`src/hw/rtl/frame_buffer_pool_manager_unit_macros.svh`:
```
`ifndef FRAME_BUFFER_POOL_MANAGER_UNIT_MACROS_SVH
`define FRAME_BUFFER_POOL_MANAGER_UNIT_MACROS_SVH

// same-cycle implication
`define FBPM_ASSERT_NOW(label, clk, rstn, ante, cons) \
    label: assert property (@(posedge clk) disable iff (!rstn) (ante) |-> (cons)) \
        else $error("frame buffer pool check failed");

// next-cycle implication
`define FBPM_ASSERT_NEXT(label, clk, rstn, ante, cons) \
    label: assert property (@(posedge clk) disable iff (!rstn) (ante) |=> (cons)) \
        else $error("frame buffer pool check failed");

`endif

```
`src/hw/rtl/fbpm_pkg.sv`:
```
package fbpm_pkg;

    localparam int OP_W       = 2;
    localparam int ID_IN_W    = 4;
    localparam int CFG_ADDR_W = 2;
    localparam int CFG_DATA_W = 5;
    localparam int RES_W      = 3;
    localparam int SIZE_W     = 27;
    localparam int OFFSET_W   = 31;

    typedef enum logic [OP_W-1:0] {
        OP_FILL   = 2'd0,
        OP_LOCK   = 2'd1,
        OP_UNLOCK = 2'd2
    } op_t;

    localparam logic [CFG_ADDR_W-1:0] CFG_FRAME_COUNT = 2'd0;
    localparam logic [CFG_ADDR_W-1:0] CFG_RESOLUTION  = 2'd1;

    localparam logic [RES_W-1:0] RES_1080P = 3'd0;
    localparam logic [RES_W-1:0] RES_720P  = 3'd1;
    localparam logic [RES_W-1:0] RES_4K    = 3'd2;
    localparam logic [RES_W-1:0] RES_8K    = 3'd3;

    // bytes per frame, 32-aligned width times 32-aligned height times 3
    function automatic logic [SIZE_W-1:0] frame_size(input logic [RES_W-1:0] res);
        logic [SIZE_W-1:0] size;
        unique case (res)
            RES_1080P: size = 27'd6266880;
            RES_720P:  size = 27'd2826240;
            RES_4K:    size = 27'd25067520;
            RES_8K:    size = 27'd99532800;
            default:   size = '0;
        endcase
        return size;
    endfunction

endpackage

```
`src/hw/rtl/frame_buffer_pool_manager_unit.sv`:
```
// Frame buffer pool manager. Buffers move between a free FIFO, a ready FIFO
// and a held set: fill (operation 0) with s_fill_ok set queues the oldest
// free buffer as ready, or overwrites the newest ready one when nothing is
// free and more than one is ready; lock (1) moves the oldest ready buffer to
// held; unlock (2) returns a held buffer to the free FIFO. Every beat yields
// one result beat with the buffer index and its byte offset (index times frame
// size). The block takes one beat per cycle while m_ready is high. The list
// update is registered into the decision stage, the offset multiply into the
// offset stage, whose registers present the result beat. Input stalls only
// when both stages hold a beat and m_ready is low.
// Writing frame_count (index 0) clamps it to 1..MAX_BUFFERS and restarts the
// pool with all buffers free; resolution (index 1) changes the frame size.
// Write the registers only while no beat is in flight.
module frame_buffer_pool_manager_unit #(
    parameter int MAX_BUFFERS = 16
) (
    input  logic                                aclk,
    input  logic                                aresetn,
    input  logic                                cfg_wr_en,
    input  logic [fbpm_pkg::CFG_ADDR_W-1:0]     cfg_addr,
    input  logic [fbpm_pkg::CFG_DATA_W-1:0]     cfg_wr_data,
    input  logic                                s_valid,
    output logic                                s_ready,
    input  logic [fbpm_pkg::OP_W-1:0]           s_operation,
    input  logic                                s_fill_ok,
    input  logic [fbpm_pkg::ID_IN_W-1:0]        s_buffer_id,
    output logic                                m_valid,
    input  logic                                m_ready,
    output logic                                m_status,
    output logic [fbpm_pkg::ID_IN_W-1:0]        m_result_buffer,
    output logic [fbpm_pkg::OFFSET_W-1:0]       m_buffer_offset,
    output logic                                m_overwrote
);

    `include "frame_buffer_pool_manager_unit_macros.svh"

    localparam int ID_W        = $clog2(MAX_BUFFERS);
    localparam int CW          = $clog2(MAX_BUFFERS + 1);
    localparam int BW          = (ID_W > fbpm_pkg::ID_IN_W) ? ID_W : fbpm_pkg::ID_IN_W;
    localparam int PROD_W      = ID_W + fbpm_pkg::SIZE_W;
    localparam int RESET_COUNT = (MAX_BUFFERS < 3) ? MAX_BUFFERS : 3;

    function automatic logic [ID_W-1:0] ring_inc(input logic [ID_W-1:0] p);
        logic [ID_W-1:0] r;
        if (int'(p) == MAX_BUFFERS - 1) begin
            r = '0;
        end else begin
            r = p + ID_W'(1);
        end
        return r;
    endfunction

    function automatic logic [ID_W-1:0] ring_add(input logic [ID_W-1:0] p,
                                                 input logic [CW-1:0] n);
        logic [CW:0] s;
        s = (CW+1)'(p) + (CW+1)'(n);
        if (int'(s) >= MAX_BUFFERS) begin
            s = s - (CW+1)'(MAX_BUFFERS);
        end
        return s[ID_W-1:0];
    endfunction

    logic [ID_W-1:0]            free_ring_reg [MAX_BUFFERS];
    logic [ID_W-1:0]            ready_ring_reg [MAX_BUFFERS];
    logic [CW-1:0]              frame_count_reg;
    logic [fbpm_pkg::RES_W-1:0] resolution_reg;
    logic [ID_W-1:0]            free_head_reg, free_head_next;
    logic [CW-1:0]              free_count_reg, free_count_next;
    logic [ID_W-1:0]            ready_head_reg, ready_head_next;
    logic [CW-1:0]              ready_count_reg, ready_count_next;
    logic [ID_W-1:0]            newest_reg, newest_next;
    logic [MAX_BUFFERS-1:0]     held_mask_reg, held_mask_next;

    logic                       free_we;
    logic [ID_W-1:0]            free_waddr;
    logic [ID_W-1:0]            free_wdata;
    logic                       ready_we;
    logic [ID_W-1:0]            ready_waddr;

    logic                       p1_valid_reg;
    logic                       p1_status_reg, p1_status_next;
    logic                       p1_over_reg, p1_over_next;
    logic [ID_W-1:0]            p1_buf_reg, p1_buf_next;

    logic                       out_valid_reg;
    logic                       out_status_reg;
    logic                       out_over_reg;
    logic [fbpm_pkg::ID_IN_W-1:0] out_buf_reg;
    logic [fbpm_pkg::OFFSET_W-1:0] out_offset_reg;

    logic                       accept;
    logic                       p1_adv;
    logic [CW-1:0]              cfg_count;
    logic [BW-1:0]              id_ext;
    logic [ID_W-1:0]            id_idx;
    logic                       id_in_pool;
    logic [BW-1:0]              buf_ext;
    logic [PROD_W-1:0]          product;
    logic [fbpm_pkg::SIZE_W-1:0] size;

    assign p1_adv  = !out_valid_reg || m_ready;
    assign s_ready = !p1_valid_reg || p1_adv;
    assign accept  = s_valid && s_ready;

    always_comb begin
        if (cfg_wr_data == '0) begin
            cfg_count = CW'(1);
        end else if (int'(cfg_wr_data) > MAX_BUFFERS) begin
            cfg_count = CW'(MAX_BUFFERS);
        end else begin
            cfg_count = CW'(cfg_wr_data);
        end
    end

    assign id_ext     = BW'(s_buffer_id);
    assign id_idx     = id_ext[ID_W-1:0];
    assign id_in_pool = 8'(s_buffer_id) < 8'(frame_count_reg);

    always_comb begin
        free_head_next   = free_head_reg;
        free_count_next  = free_count_reg;
        ready_head_next  = ready_head_reg;
        ready_count_next = ready_count_reg;
        newest_next      = newest_reg;
        held_mask_next   = held_mask_reg;
        free_we          = 1'b0;
        free_waddr       = ring_add(free_head_reg, free_count_reg);
        free_wdata       = id_idx;
        ready_we         = 1'b0;
        ready_waddr      = ring_add(ready_head_reg, ready_count_reg);
        p1_status_next   = 1'b1;
        p1_over_next     = 1'b0;
        p1_buf_next      = '0;
        unique case (s_operation)
            fbpm_pkg::OP_FILL: begin
                if (free_count_reg != '0) begin
                    if (s_fill_ok) begin
                        p1_buf_next      = free_ring_reg[free_head_reg];
                        p1_status_next   = 1'b0;
                        free_head_next   = ring_inc(free_head_reg);
                        free_count_next  = free_count_reg - CW'(1);
                        ready_we         = 1'b1;
                        ready_count_next = ready_count_reg + CW'(1);
                        newest_next      = free_ring_reg[free_head_reg];
                    end
                end else if (ready_count_reg > CW'(1) && s_fill_ok) begin
                    p1_buf_next    = newest_reg;
                    p1_over_next   = 1'b1;
                    p1_status_next = 1'b0;
                end
            end
            fbpm_pkg::OP_LOCK: begin
                if (ready_count_reg != '0) begin
                    p1_buf_next      = ready_ring_reg[ready_head_reg];
                    p1_status_next   = 1'b0;
                    ready_head_next  = ring_inc(ready_head_reg);
                    ready_count_next = ready_count_reg - CW'(1);
                    held_mask_next[ready_ring_reg[ready_head_reg]] = 1'b1;
                end
            end
            fbpm_pkg::OP_UNLOCK: begin
                if (id_in_pool && held_mask_reg[id_idx]
                    && int'(free_count_reg) < MAX_BUFFERS) begin
                    held_mask_next[id_idx] = 1'b0;
                    free_we         = 1'b1;
                    free_count_next = free_count_reg + CW'(1);
                    p1_buf_next     = id_idx;
                    p1_status_next  = 1'b0;
                end
            end
            default: begin
            end
        endcase
    end

    always_ff @(posedge aclk) begin
        if (!aresetn) begin
            frame_count_reg <= CW'(RESET_COUNT);
            free_head_reg   <= '0;
            free_count_reg  <= CW'(RESET_COUNT);
            ready_head_reg  <= '0;
            ready_count_reg <= '0;
            newest_reg      <= '0;
            held_mask_reg   <= '0;
            for (int i = 0; i < MAX_BUFFERS; i++) begin
                free_ring_reg[i] <= (i < RESET_COUNT) ? ID_W'(i) : '0;
            end
        end else if (cfg_wr_en && cfg_addr == fbpm_pkg::CFG_FRAME_COUNT) begin
            frame_count_reg <= cfg_count;
            free_head_reg   <= '0;
            free_count_reg  <= cfg_count;
            ready_head_reg  <= '0;
            ready_count_reg <= '0;
            newest_reg      <= '0;
            held_mask_reg   <= '0;
            for (int i = 0; i < MAX_BUFFERS; i++) begin
                free_ring_reg[i] <= (CW'(i) < cfg_count) ? ID_W'(i) : '0;
            end
        end else if (accept) begin
            free_head_reg   <= free_head_next;
            free_count_reg  <= free_count_next;
            ready_head_reg  <= ready_head_next;
            ready_count_reg <= ready_count_next;
            newest_reg      <= newest_next;
            held_mask_reg   <= held_mask_next;
            if (free_we) begin
                free_ring_reg[free_waddr] <= free_wdata;
            end
        end
    end

    always_ff @(posedge aclk) begin
        if (accept && ready_we) begin
            ready_ring_reg[ready_waddr] <= newest_next;
        end
    end

    always_ff @(posedge aclk) begin
        if (!aresetn) begin
            resolution_reg <= fbpm_pkg::RES_1080P;
        end else if (cfg_wr_en && cfg_addr == fbpm_pkg::CFG_RESOLUTION) begin
            resolution_reg <= cfg_wr_data[fbpm_pkg::RES_W-1:0];
        end
    end

    // decision stage
    always_ff @(posedge aclk) begin
        if (!aresetn) begin
            p1_valid_reg <= 1'b0;
        end else if (accept) begin
            p1_valid_reg <= 1'b1;
        end else if (p1_adv) begin
            p1_valid_reg <= 1'b0;
        end
    end

    always_ff @(posedge aclk) begin
        if (accept) begin
            p1_status_reg <= p1_status_next;
            p1_over_reg   <= p1_over_next;
            p1_buf_reg    <= p1_buf_next;
        end
    end

    // offset stage
    assign size    = fbpm_pkg::frame_size(resolution_reg);
    assign product = PROD_W'(p1_buf_reg) * PROD_W'(size);
    assign buf_ext = BW'(p1_buf_reg);

    always_ff @(posedge aclk) begin
        if (!aresetn) begin
            out_valid_reg <= 1'b0;
        end else if (p1_valid_reg && p1_adv) begin
            out_valid_reg <= 1'b1;
        end else if (m_ready) begin
            out_valid_reg <= 1'b0;
        end
    end

    always_ff @(posedge aclk) begin
        if (p1_valid_reg && p1_adv) begin
            out_status_reg <= p1_status_reg;
            out_over_reg   <= p1_over_reg;
            out_buf_reg    <= buf_ext[fbpm_pkg::ID_IN_W-1:0];
            out_offset_reg <= fbpm_pkg::OFFSET_W'(product);
        end
    end

    assign m_valid         = out_valid_reg;
    assign m_status        = out_status_reg;
    assign m_overwrote     = out_over_reg;
    assign m_result_buffer = out_buf_reg;
    assign m_buffer_offset = out_offset_reg;

    // every buffer of the pool sits in exactly one list
    `FBPM_ASSERT_NOW(a_pool_conserved, aclk, aresetn, 1'b1,
        (int'(free_count_reg) + int'(ready_count_reg) + $countones(held_mask_reg))
        == int'(frame_count_reg))
    `FBPM_ASSERT_NOW(a_refused_zero, aclk, aresetn, m_valid && m_status,
        m_result_buffer == '0 && m_buffer_offset == '0 && !m_overwrote)
    `FBPM_ASSERT_NEXT(a_lock_empty_refused, aclk, aresetn,
        accept && !cfg_wr_en && s_operation == fbpm_pkg::OP_LOCK && ready_count_reg == '0,
        p1_valid_reg && p1_status_reg)

endmodule

```
`config.mk`:
```
export PLATFORM = sky130hd
export DESIGN_NAME = frame_buffer_pool_manager_unit
export DESIGN_NICKNAME = d
export VERILOG_FILES = /design/src/hw/rtl/fbpm_pkg.sv /design/src/hw/rtl/frame_buffer_pool_manager_unit.sv
export VERILOG_INCLUDE_DIRS = /design/src /design/src/hw/rtl
export SDC_FILE = /design/constraint.sdc
export NUM_CORES = 1
export LEC_CHECK = 0
export ABC_AREA = 0
export BUFFER_PORTS_ARGS = -buffer_cell sky130_fd_sc_hd__buf_2
export CORE_ASPECT_RATIO = 0.8
export CORE_MARGIN = 2
export CORE_UTILIZATION = 28
export DETAILED_ROUTE_END_ITERATION = 10
export HOLD_SLACK_MARGIN = 0.02
export PLACE_DENSITY_LB_ADDON = 0.12
export REMOVE_ABC_BUFFERS = 1
export SKIP_CTS_REPAIR_TIMING = 1
export SYNTH_ARGS = -nofsm -noshare
export SYNTH_HDL_FRONTEND = slang
export SYNTH_SLANG_ARGS = --single-unit
```
`constraint.sdc`:
```
create_clock -name aclk -period 5.75 [get_ports aclk]
set_clock_uncertainty 0.1 [all_clocks]
set_input_delay 0.575 -clock aclk [delete_from_list [all_inputs] [get_ports aclk]]
set_output_delay 0.575 -clock aclk [all_outputs]
set_load 0.02 [all_outputs]
```
==> report_table.html <==
<table>
<tr><th>Metric</th><th>Value</th></tr>
<tr><th colspan="2">Synthesis</th></tr>
<tr><td>Cells taking the most area after synthesis</td><td>sky130_fd_sc_hd__edfxtp_1 (41%), sky130_fd_sc_hd__dfxtp_1 (9.7%), sky130_fd_sc_hd__mux4_2 (6.4%)</td></tr>
<tr><td>Count of synthesis-stage warnings from yosys</td><td>0</td></tr>
<tr><td>Number of enable flip-flop cells after synthesis</td><td>158</td></tr>
<tr><td>Ranking of synthesized cells by instance count</td><td>sky130_fd_sc_hd__edfxtp_1 (158), sky130_fd_sc_hd__nand2_1 (105), sky130_fd_sc_hd__nor2_1 (86)</td></tr>
<tr><td>Sequential element share of the synthesized area</td><td>50.7%</td></tr>
<tr><td>Top-count cell post-synth</td><td>sky130_fd_sc_hd__edfxtp_1</td></tr>
<tr><td>Top cell type's share of synthesized area</td><td>41.0%</td></tr>
<tr><td>Cell accounting for the most synthesized area</td><td>sky130_fd_sc_hd__edfxtp_1</td></tr>
<tr><td>Main synth FF type</td><td>sky130_fd_sc_hd__edfxtp_1</td></tr>
<tr><td>Asr flop ratio synth</td><td>0%</td></tr>
<tr><td>Number of register bits inferred by synthesis</td><td>214</td></tr>
<tr><td>Number of distinct library cells after synthesis</td><td>77</td></tr>
<tr><td>Synthesized instance count</td><td>1025</td></tr>
<tr><td>Syn Std Cell Area</td><td>11600 sq um</td></tr>
<tr><td>Average size of a mapped cell</td><td>11.3 sq um</td></tr>
<tr><th colspan="2">Timing</th></tr>
<tr><td>Period Utilization, post-route</td><td>84.2%</td></tr>
<tr><td>Pin slew with the least headroom to its limit</td><td>1.11 ns</td></tr>
<tr><td>Summed negative setup slack over all endpoints</td><td>0 ns</td></tr>
<tr><td>Unrepaired setup endpoints after global routing</td><td>no</td></tr>
<tr><td>Fmax</td><td>207 MHz</td></tr>
<tr><td>Normalized max-slew margin</td><td>25.5%</td></tr>
<tr><td>Final number of hold-violating endpoints</td><td>0</td></tr>
<tr><td>Setup Viol. Count Final</td><td>0</td></tr>
<tr><td>Post-layout minimum cycle time</td><td>4.84 ns</td></tr>
<tr><td>Pins Over Slew Limit</td><td>0</td></tr>
<tr><th colspan="2">Route</th></tr>
<tr><td>DR pass1 iterations</td><td>5</td></tr>
<tr><td>Detail-routed via count per cell</td><td>4.93</td></tr>
<tr><td>Drt total wl</td><td>31800 microns</td></tr>
<tr><td>Post-detailed-route DRC marker count</td><td>0</td></tr>
<tr><td>Vias</td><td>7954</td></tr>
<tr><td>Post-DRT Antenna Nets</td><td>0</td></tr>
<tr><td>1st-iter DRT viols</td><td>532</td></tr>
<tr><td>Per-cell routed wire length</td><td>19.7 microns</td></tr>
<tr><th colspan="2">Run</th></tr>
<tr><td>Number of max-capacitance violations reported</td><td>0</td></tr>
<tr><th colspan="2">Placement</th></tr>
<tr><td>Global placement routability congestion</td><td>0.835</td></tr>
<tr><td>Instance count after placement with tap cells included</td><td>1569</td></tr>
<tr><td>Count of input and output buffers</td><td>44</td></tr>
<tr><td>DP Wirelength</td><td>22700 microns</td></tr>
<tr><th colspan="2">Clocking</th></tr>
<tr><td>Clock buffer count from CTS</td><td>25</td></tr>
<tr><td>H-tree lvl count</td><td>1</td></tr>
<tr><td>Buffer levels on the longest clock path</td><td>3</td></tr>
<tr><td>Clock tree from TritonCTS</td><td>done</td></tr>
<tr><td>Clock transition time at the flip-flop clock pins of the worst setup and hold paths</td><td>0.06 ns</td></tr>
<tr><td>Total number of clock tree sinks</td><td>214</td></tr>
<tr><td>Clock insertion delay at the later pin of the skew report</td><td>0.54 ns</td></tr>
<tr><td>Root buffer selected by CTS</td><td>sky130_fd_sc_hd__clkbuf_16</td></tr>
<tr><th colspan="2">Critical path</th></tr>
<tr><td>Crit Path Class</td><td>flop to flop</td></tr>
<tr><td>Required @ worst endpoint</td><td>5.94 ns</td></tr>
<tr><td>Slowest CP cell</td><td>sky130_fd_sc_hd__a2111oi_0</td></tr>
<tr><td>Worst Reg2Reg Path Length in Cells</td><td>13</td></tr>
<tr><td>Critical path capture point</td><td>m_buffer_offset[29]</td></tr>
<tr><td>Critical path cell sequence</td><td>inv_1, nor3_1, inv_1, fa_1, fa_1, inv_1, fa_1, a21oi_1, o211ai_1, a2111oi_0, o31ai_1, a21oi_1, xnor2_1</td></tr>
<tr><td>Internal reg-to-reg setup slack</td><td>0.91 ns</td></tr>
<tr><td>Cell family with most CP delay</td><td>adder cells</td></tr>
<tr><td>Worst path buffer plus inverter count</td><td>3</td></tr>
<tr><td>Total number of cells along the worst setup path</td><td>13</td></tr>
<tr><td>Critical register-to-register path startpoint</td><td>resolution_reg[1]</td></tr>
<tr><td>R2r endpoint</td><td>m_buffer_offset[29]</td></tr>
<tr><td>Crit. Startpoint</td><td>resolution_reg[1]</td></tr>
<tr><td>Kind of launch point of the worst setup path</td><td>flop</td></tr>
<tr><td>Top fanout value on the critical path</td><td>13</td></tr>
<tr><td>CP Data Arrival Time</td><td>5.03 ns</td></tr>
<tr><td>Stage delay of the slowest cell on the critical path</td><td>0.66 ns</td></tr>
<tr><td>Capturing element type of the critical path</td><td>flop</td></tr>
<tr><th colspan="2">Power and ir drop</th></tr>
<tr><td>Power per unit of standard cell area</td><td>302 nW/um^2</td></tr>
<tr><td>Sw Pwr</td><td>1.04 mW</td></tr>
<tr><td>Cell leakage power</td><td>4.77 nW</td></tr>
<tr><td>Combinational share of power</td><td>14.6%</td></tr>
<tr><td>Proportion of power drawn by flip-flops and latches</td><td>44.6%</td></tr>
<tr><td>Final Power</td><td>3.95 mW</td></tr>
<tr><td>Fraction of power spent switching nets</td><td>26.3%</td></tr>
<tr><td>P_int</td><td>2.91 mW</td></tr>
<tr><td>Clock network fraction of design power</td><td>40.8%</td></tr>
<tr><td>Max VDD drop</td><td>0.000195 V</td></tr>
<tr><th colspan="2">Final layout</th></tr>
<tr><td>Synthesis-to-layout area growth</td><td>13.2%</td></tr>
<tr><td>Post-layout nets</td><td>1135</td></tr>
<tr><td>Final core occ</td><td>32.2%</td></tr>
<tr><td>Ratio of cells with drive above 1 in the final layout</td><td>14.7%</td></tr>
<tr><td>Filler-free cell count of the finished design</td><td>1614</td></tr>
<tr><td>Inserted Diodes</td><td>0</td></tr>
<tr><th colspan="2">Global routing</th></tr>
<tr><td>Global-route layer with the greatest usage</td><td>met1</td></tr>
<tr><td>Met1 usage</td><td>22.7%</td></tr>
<tr><td>Overall fraction of global-route tracks in use</td><td>15.2%</td></tr>
<tr><td>Vias in the first global route</td><td>8010</td></tr>
<tr><td>Met2 track demand over resource in global routing</td><td>22.2%</td></tr>
<tr><td>Maximum number of pins on one net before global-route repair</td><td>37</td></tr>
<tr><td>GR met3 Demand/Resource</td><td>3.20%</td></tr>
<tr><td>Global-route wire length before repair</td><td>49300 microns</td></tr>
<tr><td>Aggregate global routing overflow</td><td>0</td></tr>
<tr><td>Number of antenna violations at the first check in global routing</td><td>0</td></tr>
<tr><th colspan="2">Floorplanning</th></tr>
<tr><td>Standard-cell row count</td><td>66</td></tr>
<tr><td>Die W</td><td>231 microns</td></tr>
<tr><td>Die outline height</td><td>186 microns</td></tr>
<tr><td># IOs</td><td>58</td></tr>
<tr><td>Initial cell density of the core</td><td>28.4%</td></tr>
<tr><td>Die area</td><td>43000 sq um</td></tr>
<tr><td>Core region area</td><td>40700 sq um</td></tr>
<tr><th colspan="2">Min path</th></tr>
<tr><td>Worst hold path class</td><td>primary input to flop</td></tr>
<tr><td>Worst hold stages</td><td>3</td></tr>
<tr><th colspan="2">Run status</th></tr>
<tr><td>Status</td><td>complete, no violations</td></tr>
</table>
-- worst min-delay path by stage --
stage           startpoint           end  slack (ns)
2_1_floorplan  p1_over_reg   m_overwrote        0.30
3_3_place_gp   p1_over_reg   m_overwrote        0.30
3_5_place_dp   p1_over_reg   m_overwrote        0.32
4_1_cts            s_valid  p1_valid_reg        0.16
5_1_grt            s_valid  p1_valid_reg        0.20
6_report           s_valid  p1_valid_reg        0.20
-- metal layers --
metal / up-vias / wire, microns
li1: 3786 / -
met1: 3989 / 16200
met2: 149 / 13400
met3: 30 / 1580
met4: 0 / 577
met5: - / 0
-- area by class of cell --
type	count	area, sq um
Timing Repair Buffer	52	280
Inverter	63	236
Fill cell	4126	27600
Tap cell	544	681
Multi-Input combinational cell	696	5190
Clock buffer	35	736
Sequential cell	214	5870
Clock inverter	10	98.8
-- worst min-delay path: cells and delay by family --
family | cells | cell delay [ns]
buffers and inverters | 2 | 0.15
AOI/OAI and AO/OA | 1 | 0.06
-- power by group through the flow --
stage / Combinational (mW) / Clock [mW] / Sequential (mW)
2_1_floorplan: 0.372 / 0 / 1.81
3_3_place_gp: 0.583 / 0 / 1.80
3_5_place_dp: 0.579 / 0 / 1.80
4_1_cts: 0.582 / 1.68 / 1.76
5_1_grt: 0.651 / 1.73 / 1.77
6_report: 0.579 / 1.61 / 1.76
-- stage by stage --
step / cell area (sq um) / hold slack (ns) / worst slack (ns)
final: 13100 / 0.200 / 0.911
after global routing: 13100 / 0.199 / 0.352
after CTS: 13100 / 0.159 / 0.859
after detailed placement: 12300 / 0.316 / 0.906
after global placement: 12300 / 0.303 / 1.00
after floorplan: 11300 / 0.300 / 1.62
-- layout by cell type, fill, tap and decap left out, types with 14 or more instances in the layout --
master,synthesis,final
sky130_fd_sc_hd__a21oi_1,57,57
sky130_fd_sc_hd__a31o_2,18,18
sky130_fd_sc_hd__buf_2,7,44
sky130_fd_sc_hd__clkbuf_16,0,27
sky130_fd_sc_hd__dfxtp_1,56,56
sky130_fd_sc_hd__edfxtp_1,158,158
sky130_fd_sc_hd__fa_1,22,22
sky130_fd_sc_hd__ha_1,42,42
sky130_fd_sc_hd__inv_1,61,61
sky130_fd_sc_hd__mux4_2,33,33
sky130_fd_sc_hd__nand2_1,105,105
sky130_fd_sc_hd__nand2b_1,17,17
sky130_fd_sc_hd__nand3_1,14,14
sky130_fd_sc_hd__nor2_1,86,86
sky130_fd_sc_hd__nor2b_1,21,20
sky130_fd_sc_hd__nor3_1,14,14
sky130_fd_sc_hd__o21ai_0,54,54
sky130_fd_sc_hd__xnor2_1,18,18
sky130_fd_sc_hd__xor2_1,14,14
-- cells by family (layout without fill, tap and decap cells) --
family	Yosys count	count (layout)	synth area share, %
buf+inv	127	160	4.78
mux	50	50	8.07
simple gates	319	319	13.3
compound gates	218	218	12.4
other cells	1	13	0.0324
flops	214	214	50.7
xor+xnor	32	32	2.42
fa+ha+maj	64	64	8.35
Note: power is estimated with default switching activity, not from simulation.
